## src/rtl/irtcd_pkg.sv

```systemverilog
// Shared types and constants for the impact/rotation/tilt crash detector.
// Holds the phase codes, the register indexes and reset values, and the
// sample, threshold and result structs. No dependencies.
package irtcd_pkg;

	// Detector phases
	localparam logic [1:0] PH_IDLE = 2'd0;
	localparam logic [1:0] PH_ROT  = 2'd1;
	localparam logic [1:0] PH_TILT = 2'd2;

	// Register indexes on the configuration port
	localparam int unsigned CFG_IDX_W = 4;
	localparam logic [CFG_IDX_W-1:0] REG_IMPACT_ACCEL  = 4'd0;
	localparam logic [CFG_IDX_W-1:0] REG_ROT_RATE      = 4'd1;
	localparam logic [CFG_IDX_W-1:0] REG_ROT_WINDOW    = 4'd2;
	localparam logic [CFG_IDX_W-1:0] REG_TILT_MIN      = 4'd3;
	localparam logic [CFG_IDX_W-1:0] REG_REST_LOW      = 4'd4;
	localparam logic [CFG_IDX_W-1:0] REG_REST_HIGH     = 4'd5;
	localparam logic [CFG_IDX_W-1:0] REG_REST_HOLD     = 4'd6;
	localparam logic [CFG_IDX_W-1:0] REG_TILT_TIMEOUT  = 4'd7;

	// Register reset values
	localparam logic [15:0] RST_IMPACT_ACCEL = 16'd4000;
	localparam logic [15:0] RST_ROT_RATE     = 16'd2000;
	localparam logic [15:0] RST_ROT_WINDOW   = 16'd500;
	localparam logic [10:0] RST_TILT_MIN     = 11'd600;
	localparam logic [15:0] RST_REST_LOW     = 16'd700;
	localparam logic [15:0] RST_REST_HIGH    = 16'd1300;
	localparam logic [15:0] RST_REST_HOLD    = 16'd3000;
	localparam logic [15:0] RST_TILT_TIMEOUT = 16'd8000;

	// Thresholds seen by the detector core
	typedef struct packed {
		logic [15:0] impact_accel_mg;
		logic [15:0] rotation_rate_ddps;
		logic [15:0] rotation_window_ms;
		logic [10:0] tilt_min_ddeg;
		logic [15:0] rest_low_mg;
		logic [15:0] rest_high_mg;
		logic [15:0] rest_hold_ms;
		logic [15:0] tilt_timeout_ms;
	} cfg_t;

	// One motion sample
	typedef struct packed {
		logic [31:0] time_ms;
		logic [15:0] accel_mg;
		logic [15:0] rate_ddps;
		logic [10:0] tilt_ddeg;
		logic        new_event;
	} sample_t;

	// One result
	typedef struct packed {
		logic        crash_detected;
		logic [31:0] detect_time_ms;
		logic [31:0] confirm_delay_ms;
		logic [1:0]  phase;
	} result_t;

endpackage

```

## src/rtl/irtcd_regs.sv

```systemverilog
// Configuration register file for the crash detector.
// Depends on irtcd_pkg for the register indexes, reset values and cfg_t.
module irtcd_regs
	import irtcd_pkg::*;
(
	input  logic                 clk,
	input  logic                 arst_n,
	input  logic                 cfg_we,
	input  logic [CFG_IDX_W-1:0] cfg_index,
	input  logic [15:0]          cfg_data,
	output cfg_t                 cfg
);

	cfg_t cfg_q;

	// Write decode; indexes past the list are dropped
	always_ff @(posedge clk or negedge arst_n) begin
		if (!arst_n) begin
			cfg_q.impact_accel_mg    <= RST_IMPACT_ACCEL;
			cfg_q.rotation_rate_ddps <= RST_ROT_RATE;
			cfg_q.rotation_window_ms <= RST_ROT_WINDOW;
			cfg_q.tilt_min_ddeg      <= RST_TILT_MIN;
			cfg_q.rest_low_mg        <= RST_REST_LOW;
			cfg_q.rest_high_mg       <= RST_REST_HIGH;
			cfg_q.rest_hold_ms       <= RST_REST_HOLD;
			cfg_q.tilt_timeout_ms    <= RST_TILT_TIMEOUT;
		end else if (cfg_we) begin
			unique case (cfg_index)
				REG_IMPACT_ACCEL: cfg_q.impact_accel_mg    <= cfg_data;
				REG_ROT_RATE:     cfg_q.rotation_rate_ddps <= cfg_data;
				REG_ROT_WINDOW:   cfg_q.rotation_window_ms <= cfg_data;
				REG_TILT_MIN:     cfg_q.tilt_min_ddeg      <= cfg_data[10:0];
				REG_REST_LOW:     cfg_q.rest_low_mg        <= cfg_data;
				REG_REST_HIGH:    cfg_q.rest_high_mg       <= cfg_data;
				REG_REST_HOLD:    cfg_q.rest_hold_ms       <= cfg_data;
				REG_TILT_TIMEOUT: cfg_q.tilt_timeout_ms    <= cfg_data;
				default: ;
			endcase
		end
	end

	assign cfg = cfg_q;

endmodule

```

## src/rtl/irtcd_core.sv

```systemverilog
// Detector state and next-state logic: one sample per step.
// Depends on irtcd_pkg for phase codes and the cfg_t/sample_t/result_t types.
module irtcd_core
	import irtcd_pkg::*;
(
	input  logic    clk,
	input  logic    arst_n,
	input  logic    step,
	input  sample_t smp,
	input  cfg_t    cfg,
	output result_t res
);

	logic [1:0]  phase_q;
	logic [31:0] impact_time_q;
	logic [31:0] hold_start_q;
	logic        hold_active_q;
	logic        detected_q;
	logic [31:0] detect_time_q;

	logic [1:0]  phase_b, phase_n;
	logic [31:0] impact_b, impact_n;
	logic [31:0] hold_start_b, hold_start_n;
	logic        hold_active_b, hold_active_n;
	logic        detected_b, detected_n;
	logic [31:0] detect_time_b, detect_time_n;
	logic [31:0] since_impact;
	logic [31:0] since_hold;
	logic        at_rest;
	logic        rot_ok;
	logic        rot_late;

	// State as seen by this sample, after a new-event clear
	always_comb begin
		if (smp.new_event) begin
			phase_b       = PH_IDLE;
			impact_b      = '0;
			hold_start_b  = '0;
			hold_active_b = 1'b0;
			detected_b    = 1'b0;
			detect_time_b = '0;
		end else begin
			phase_b       = phase_q;
			impact_b      = impact_time_q;
			hold_start_b  = hold_start_q;
			hold_active_b = hold_active_q;
			detected_b    = detected_q;
			detect_time_b = detect_time_q;
		end
	end

	assign since_impact = smp.time_ms - impact_b;
	assign rot_late     = since_impact > {16'd0, cfg.rotation_window_ms};
	assign rot_ok       = (smp.rate_ddps >= cfg.rotation_rate_ddps) && !rot_late;
	assign at_rest      = (smp.tilt_ddeg >= cfg.tilt_min_ddeg) &&
	                      (smp.accel_mg >= cfg.rest_low_mg) &&
	                      (smp.accel_mg <= cfg.rest_high_mg);
	// Hold interval restarts at this sample when no hold is running
	assign since_hold   = hold_active_b ? (smp.time_ms - hold_start_b) : '0;

	// Phase machine; frozen once a crash is confirmed
	always_comb begin
		phase_n       = phase_b;
		impact_n      = impact_b;
		hold_start_n  = hold_start_b;
		hold_active_n = hold_active_b;
		detected_n    = detected_b;
		detect_time_n = detect_time_b;
		if (!detected_b) begin
			unique case (phase_b)
				PH_ROT: begin
					if (rot_ok) begin
						phase_n = PH_TILT;
					end else if (rot_late) begin
						phase_n = PH_IDLE;
					end
				end
				PH_TILT: begin
					if (at_rest) begin
						hold_active_n = 1'b1;
						if (!hold_active_b) begin
							hold_start_n = smp.time_ms;
						end
						if (since_hold >= {16'd0, cfg.rest_hold_ms}) begin
							detected_n    = 1'b1;
							detect_time_n = smp.time_ms;
						end
					end else begin
						hold_active_n = 1'b0;
					end
					// Timeout loses to a detection on the same sample
					if (!detected_n && since_impact > {16'd0, cfg.tilt_timeout_ms}) begin
						phase_n       = PH_IDLE;
						hold_active_n = 1'b0;
					end
				end
				default: begin
					phase_n = PH_IDLE;
					if (smp.accel_mg >= cfg.impact_accel_mg) begin
						phase_n  = PH_ROT;
						impact_n = smp.time_ms;
					end
				end
			endcase
		end
	end

	// State update on each processed sample
	always_ff @(posedge clk or negedge arst_n) begin
		if (!arst_n) begin
			phase_q       <= PH_IDLE;
			impact_time_q <= '0;
			hold_start_q  <= '0;
			hold_active_q <= 1'b0;
			detected_q    <= 1'b0;
			detect_time_q <= '0;
		end else if (step) begin
			phase_q       <= phase_n;
			impact_time_q <= impact_n;
			hold_start_q  <= hold_start_n;
			hold_active_q <= hold_active_n;
			detected_q    <= detected_n;
			detect_time_q <= detect_time_n;
		end
	end

	// Result after the update
	assign res.crash_detected   = detected_n;
	assign res.detect_time_ms   = detected_n ? detect_time_n : '0;
	assign res.confirm_delay_ms = detected_n ? (detect_time_n - impact_n) : '0;
	assign res.phase            = phase_n;

endmodule

```

## src/rtl/impact_rotation_tilt_crash_detector.sv

```systemverilog
// Impact/rotation/tilt crash detector, top level.
// Path from input request to result: input register, then result register.
// Takes one request per cycle while in_stall is low; the state update is a single compare/subtract pass.
// in_stall follows out_stall only while both registers are full.
// Reset (arst_n low, asynchronous): pipeline empty, phase idle, thresholds at defaults.
// Depends on irtcd_pkg, irtcd_regs and irtcd_core.
module impact_rotation_tilt_crash_detector
	import irtcd_pkg::*;
(
	input  logic                 clk,
	input  logic                 arst_n,
	input  logic                 in_valid,
	output logic                 in_stall,
	input  logic [31:0]          time_ms,
	input  logic [15:0]          accel_mg,
	input  logic [15:0]          rate_ddps,
	input  logic [10:0]          tilt_ddeg,
	input  logic                 new_event,
	output logic                 out_valid,
	input  logic                 out_stall,
	output logic                 crash_detected,
	output logic [31:0]          detect_time_ms,
	output logic [31:0]          confirm_delay_ms,
	output logic [1:0]           phase,
	input  logic                 cfg_we,
	input  logic [CFG_IDX_W-1:0] cfg_index,
	input  logic [15:0]          cfg_data
);

	cfg_t    cfg;
	sample_t smp_s1;
	logic    valid_s1;
	result_t res_c;
	result_t res_s2;
	logic    valid_s2;
	logic    out_free;
	logic    step;
	logic    in_take;

	irtcd_regs u_regs (
		.clk       (clk),
		.arst_n    (arst_n),
		.cfg_we    (cfg_we),
		.cfg_index (cfg_index),
		.cfg_data  (cfg_data),
		.cfg       (cfg)
	);

	// Handshake: input stage moves on when the result register frees up
	assign out_free = !valid_s2 || !out_stall;
	assign step     = valid_s1 && out_free;
	assign in_stall = valid_s1 && !out_free;
	assign in_take  = in_valid && !in_stall;

	// Input register
	always_ff @(posedge clk or negedge arst_n) begin
		if (!arst_n) begin
			valid_s1 <= 1'b0;
		end else if (!valid_s1 || out_free) begin
			valid_s1 <= in_valid;
		end
	end

	always_ff @(posedge clk) begin
		if (in_take) begin
			smp_s1 <= '{time_ms: time_ms, accel_mg: accel_mg, rate_ddps: rate_ddps,
			            tilt_ddeg: tilt_ddeg, new_event: new_event};
		end
	end

	irtcd_core u_core (
		.clk    (clk),
		.arst_n (arst_n),
		.step   (step),
		.smp    (smp_s1),
		.cfg    (cfg),
		.res    (res_c)
	);

	// Result register
	always_ff @(posedge clk or negedge arst_n) begin
		if (!arst_n) begin
			valid_s2 <= 1'b0;
		end else if (out_free) begin
			valid_s2 <= valid_s1;
		end
	end

	always_ff @(posedge clk) begin
		if (step) begin
			res_s2 <= res_c;
		end
	end

	assign out_valid        = valid_s2;
	assign crash_detected   = res_s2.crash_detected;
	assign detect_time_ms   = res_s2.detect_time_ms;
	assign confirm_delay_ms = res_s2.confirm_delay_ms;
	assign phase            = res_s2.phase;

endmodule

```

## config.mk

```make
export PLATFORM = sky130hd
export DESIGN_NAME = impact_rotation_tilt_crash_detector
export DESIGN_NICKNAME = d
export VERILOG_FILES = /design/src/rtl/irtcd_pkg.sv /design/src/rtl/irtcd_regs.sv /design/src/rtl/irtcd_core.sv /design/src/rtl/impact_rotation_tilt_crash_detector.sv
export SDC_FILE = /design/constraint.sdc
export NUM_CORES = 1
export LEC_CHECK = 0
export ABC_CLOCK_PERIOD_IN_PS = 9400
export BUFFER_PORTS_ARGS = -buffer_cell sky130_fd_sc_hd__buf_2
export CORE_ASPECT_RATIO = 0.9
export CORE_MARGIN = 3
export CORE_UTILIZATION = 61
export DETAILED_ROUTE_END_ITERATION = 10
export GPL_ROUTABILITY_DRIVEN = 1
export GPL_TIMING_DRIVEN = 0
export PLACE_DENSITY_LB_ADDON = 0.1
export SLEW_MARGIN = 20
export SYNTH_ARGS = -nofsm -noshare
export SYNTH_HDL_FRONTEND = slang
export SYNTH_SLANG_ARGS = --single-unit
```

## constraint.sdc

```tcl
create_clock -name clk -period 9.4 [get_ports clk]
set_input_delay 0.94 -clock clk [delete_from_list [all_inputs] [get_ports clk]]
set_output_delay 0.94 -clock clk [all_outputs]
set_load 0.01 [all_outputs]
```

# Word-level counts from Yosys, hierarchy flattened
# Index checks and enable logic that the tools add are counted.
# totals
out_inout_bits	69
reg_bits	368
ram_bits	0
inputBits	101
latch_bits	0
memories	0
romBits	0
# op_classes
reduce_logical	26
bitwise_logic	0
addsub	3
div_mod_pow	0
eq_ne	9
n_mux	34
magnitude_cmp	8
shifts	0
multipliers	0
# op_table
operator	n
32-bit two-way mux	15
32-bit subtractor	3
32-bit by 16-bit greater-than comparator with 1-bit output	2
16-bit >= comparator	3
32-bit by 16-bit >= comparator with 1-bit output	1
4-bit by 3-bit == test with 1-bit output (second input constant)	4
16-bit <= comparator	1
2-bit AND reduction	8
1-bit two-way mux	13
11-bit >= comparator	1
2-bit two-way mux	5
4-bit by 2-bit == test with 1-bit output (second input constant)	2
1-bit logical AND	7
1-bit logical NOT	7
4-bit by 1-bit == test with 1-bit output (second input constant)	1
4-bit logical NOT	1
2-bit one-hot mux with 2 select lines	1
2-bit by 1-bit == test with 1-bit output (second input constant)	1
2-bit == test (second input constant)	1
1-bit logical OR	2
2-bit OR reduction	1

# Longest topological paths before layout
# logic_depth
depth_word	13
mapped_depth	43
ltp_nobuf	39

# Cells and area by module
# A second synthesis with hierarchy kept.
# unflattened
cells_unflattened	2215
hier_area_um2	23492.5
# modules_own_cells
mod	area_per_inst_um2	seq_area_each_um2	instances	cells_each
irtcd_core	14259.9	2502.4	1	1795
irtcd_regs	4845.9	3134.3	1	269
impact_rotation_tilt_crash_detector	4386.7	4344.2	1	151

# Least setup slack after synthesis
# No wires, ideal clock.
# synth_path
path_kind	register to register
start	reg smp_s1[0] in the netlist's numbering
end	reg res_s2 (netlist bit confirm_delay_ms[30]) (data pin)
slack_ps	1176
t_arrival_ps	7958
path_stages_with_launch	44
required_time_ps	9134
path_cell_list	edfxtp_1 -> inv_1 -> clkbuf_1 -> clkbuf_1 -> clkbuf_1 -> nand2_1 -> ha_1 -> a21oi_1 -> nand2_1 -> o211ai_1 -> nand2b_1 -> a21o_1 -> xnor2_1 -> nor2_1 -> ha_1 -> a21o_1 -> a21oi_1 -> nor2b_1 -> [... 8 more ...] -> buf_2 -> a21oi_1 -> ha_1 -> inv_1 -> fa_1 -> a21o_1 -> a21o_1 -> a21oi_1 -> nor3_1 -> a211oi_1 -> a31oi_1 -> a41o_1 -> o41a_1 -> a41oi_1 -> a211o_1 -> o21ai_0 -> xnor2_1 -> nor2_1
# synth_between
elab_chain_len	10
# synth_lines
element	line	source
start: declaration	impact_rotation_tilt_crash_detector.sv:31	sample_t smp_s1;
start signal: assignment	impact_rotation_tilt_crash_detector.sv:66	smp_s1 <= '{time_ms: time_ms, accel_mg: accel_mg, rate_ddps: rate_ddps,
parallel branches: the longest is 10 deep, another holds 32-bit subtractor	n/a	
end signal: assignment	impact_rotation_tilt_crash_detector.sv:91	res_s2 <= res_c;
end: declaration	impact_rotation_tilt_crash_detector.sv:34	result_t res_s2;
# Several ways; the timed one is not identified. The select of a mux whose other input is x is not followed.
# A chain may end at the register's enable or synchronous reset.

# Worst setup path in the final report
# Ends and elaborated chain as after synthesis.

==> impl_metrics.toml <==
[synth]
yosysSeqAreaShare_pct = 44.6
yosysTopAreaCell = "dfrtp_1"
syn_nets = 2615
synth_edf_count = 143
netlist-cell-type-count = 79
synth_top_area_share_pct = 20.1
postSynthAreaPerCell_um2 = 9.76
syn_inst = 2291
async_flop_share_pct = 61.1
syn_area_um2 = 22400
synth_seq_cells = 368
yosys-top-cells-area = "dfrtp_1 20%, edfxtp_1 19%, ha_1 12%, dfstp_2 5.3%, nand2_1 4.4%"
yosysWarnings = 0
ys.flop_type = "dfrtp_1"

[placed_design]
dpl.hpwl_um = 47500
post-place-ws_ps = -1410
portBuffers = 169
gp_congestion = 0.968

[sta]
fin_ws_ps = 404
fin_worst_skew_ps = 20.2
finalCritPeriodShare_pct = 95.7
worstMarginPinSlew_ps = 1070
hold_viol = 0
rsz0062_at_grt = "no"
fin_crit_ps = 9000
fmax_mhz = 111
slew_violations = 0
relSlewSlack_pct = 28.1
setup_viol = 0

[setup_path]
cp-start-kind = "flip-flop"
cp.depth = 34
worstSetupPathType = "reg -> reg"
max_stage_delay_ps = 480
cpMaxStageDelayCell = "a221oi_1"
arrival_ps = 9280
worstSetupStartpoint = "smp_s1[0]"
r2r_start = "smp_s1[0]"
path_buf_inv = 6
crit_fanout = 19
critical_path.top_delay_family = "compound AO/OA/AOI/OAI gates"
rr_endpoint = "confirm_delay_ms[30]"
worstSetupEndpointType = "flip-flop"
required_ps = 9680
rrSetupSlack_ps = 400
r2r_cells = 34
worstSetupEndpoint = "confirm_delay_ms[30]"

[clocking]
cts_tree = "done"
ctsHoldBuffers = 0
h-tree-depth = 2
numCtsBuffers = 40
cts_sinks = 368
clk_pin_slew_ps = 60
root_buffer = "clkbuf_16"
insertion_delay_ps = 550
cts_buffer_depth = 3

[route]
num_vias = 18600
wl_per_cell_um = 20.9
vias_per_cell = 6.19
routed_wl_um = 62900
drtAntennaViolNets = 0
drtIter0Drc = 1722
drtPass1Iterations = 6
drc = 0

[floorplan]
dieHeight_um = 188
die-area_um2 = 39000
die_x_um = 208
core_area_um2 = 35600
initial_core_util_pct = 62.8
ios = 170
core.rowCount = 65

[layout]
drive_above_1_share_pct = 15.6
final_cell_mix = "261 x nand2_1, 220 x ha_1, 184 x inv_1"
antennaDiodeCount = 0
final_common_cell = "nand2_1"
syn_to_final_growth_pct = 13.2
finish.net_count = 2833

[global_routing]
grt_pass1_vias = 18200
antenna_found_initial = 1
grt_pass1_wl_um = 98400
grt_use_total_pct = 31.5
grt_max_degree = 90
grt_overflow = 0

[power_and_ir_drop]
p_leak_nw = 11.6
total_power_mw = 4.97
vdd_drop_max_uv = 171
powerDensity_nw_per_um2 = 197

[worst_hold_path]
min_path_type = "in -> async"

[outcome]
outcome = "finished, final reports clean"

[run]
cap_violations = 0
==> per-stage QoR <==
step	TNS (ps)	utilization (%)	hold slack [ps]	cell area, um2	cells
3_5_place_dp	-10950	67.1	459	23900	2933
2_1_floorplan	0	-	438	22400	2291
6_report	0	71.0	356	25300	3009
4_1_cts	0	70.7	380	25200	3006
3_3_place_gp	-7180	66.8	453	23800	2929
5_1_grt	0	71.0	396	25300	3009
==> logic make-up after synthesis <==
group	Yosys count	share of synthesized area (%)
buffers and inverters	273	4.64
and+or+nand+nor	635	13.2
adders and majority gates	223	12.6
xor gates and xnor gates	67	2.62
DFF	368	44.6
AOI/OAI and AO/OA	652	18.7
muxes	73	3.66
==> report_power, final <==
group          internal (mW)  switching (mW)  leakage (nW)
registers               1.91           0.121          4.21
logic                  0.562           0.843          6.74
clock network          0.890           0.645         0.626
total                   3.36            1.61          11.6
==> registers in the layout, summed over array words and instances, names as in the netlist <==
register and flops:
u_core.detect_time_q 32, smp_s1 76, valid_s1 1, u_core.impact_time_q 32, confirm_delay_ms 32, out_valid 1
crash_detected 1, u_core.hold_active_q 1, u_core.hold_start_q 32, phase 2, detect_time_ms 32, u_regs.cfg 123
u_core.detected_q 1, u_core.phase_q 2
==> layout make-up <==
type	count	area [um2]
plain buffers	87	359
clock buffers	61	1170
clock inverters	12	105
fillers	2636	10300
inverters	185	697
multi-input cells	1650	11400
flip-flops and latches	368	9980
well taps	469	587
repair buffers	177	988
==> repair_timing <==
action | 4_1_cts | 5_1_grt
setup endpoints to repair | 17 | 8
gates resized for setup | 6 | 24
pin swaps | 1 | 2
buffers inserted | 1 | 3
==> how the worst min path moves through the flow <==
stage,startpoint,to,slack [ps],cells past startpoint
2_1_floorplan,u_core.impact_time_q[0],u_core.impact_time_q[0],440,2
3_3_place_gp,u_core.impact_time_q[0],u_core.impact_time_q[0],450,2
3_5_place_dp,u_core.impact_time_q[0],u_core.impact_time_q[0],460,2
4_1_cts,arst_n,u_regs.cfg[74],380,1
5_1_grt,arst_n,u_regs.cfg[74],400,1
6_report,arst_n,u_regs.cfg[74],360,1
==> synthesized netlist by cell type, types with 4 or more instances <==
library cell and count:
nand2_1 261, ha_1 220, inv_1 185, dfrtp_1 180
a21oi_1 159, o21ai_0 159, nor2_1 157, edfxtp_1 143
a21o_1 89, clkbuf_1 78, mux2_2 70, dfstp_2 45
a22o_1 40, xnor2_1 38, o21ai_1 36, nor3b_1 34
nand2b_1 31, nand4_1 31, nor2b_1 30, xor2_1 29
nand3_1 25, nor3_1 22, o21a_1 22, a22oi_1 16
and3_1 14, o211ai_1 14, a211oi_1 13, a31oi_1 12
o21bai_1 11, o2111ai_1 8, and2_1 6, o31ai_1 6
a211o_1 5, buf_2 5, nand3b_1 5, a2111oi_0 4
buf_1 4, o22ai_1 4, or3_1 4
==> metal layers <==
metal  up-vias  share of wire (%)  GRT usage (%)
met5         -              0.019              0
met4         2                2.7           9.05
met3       135                9.3           6.26
met2       834                 43           47.4
met1      9014                 45           46.8
li1       8651                  -              -
Power figures use the tool's default switching activity.
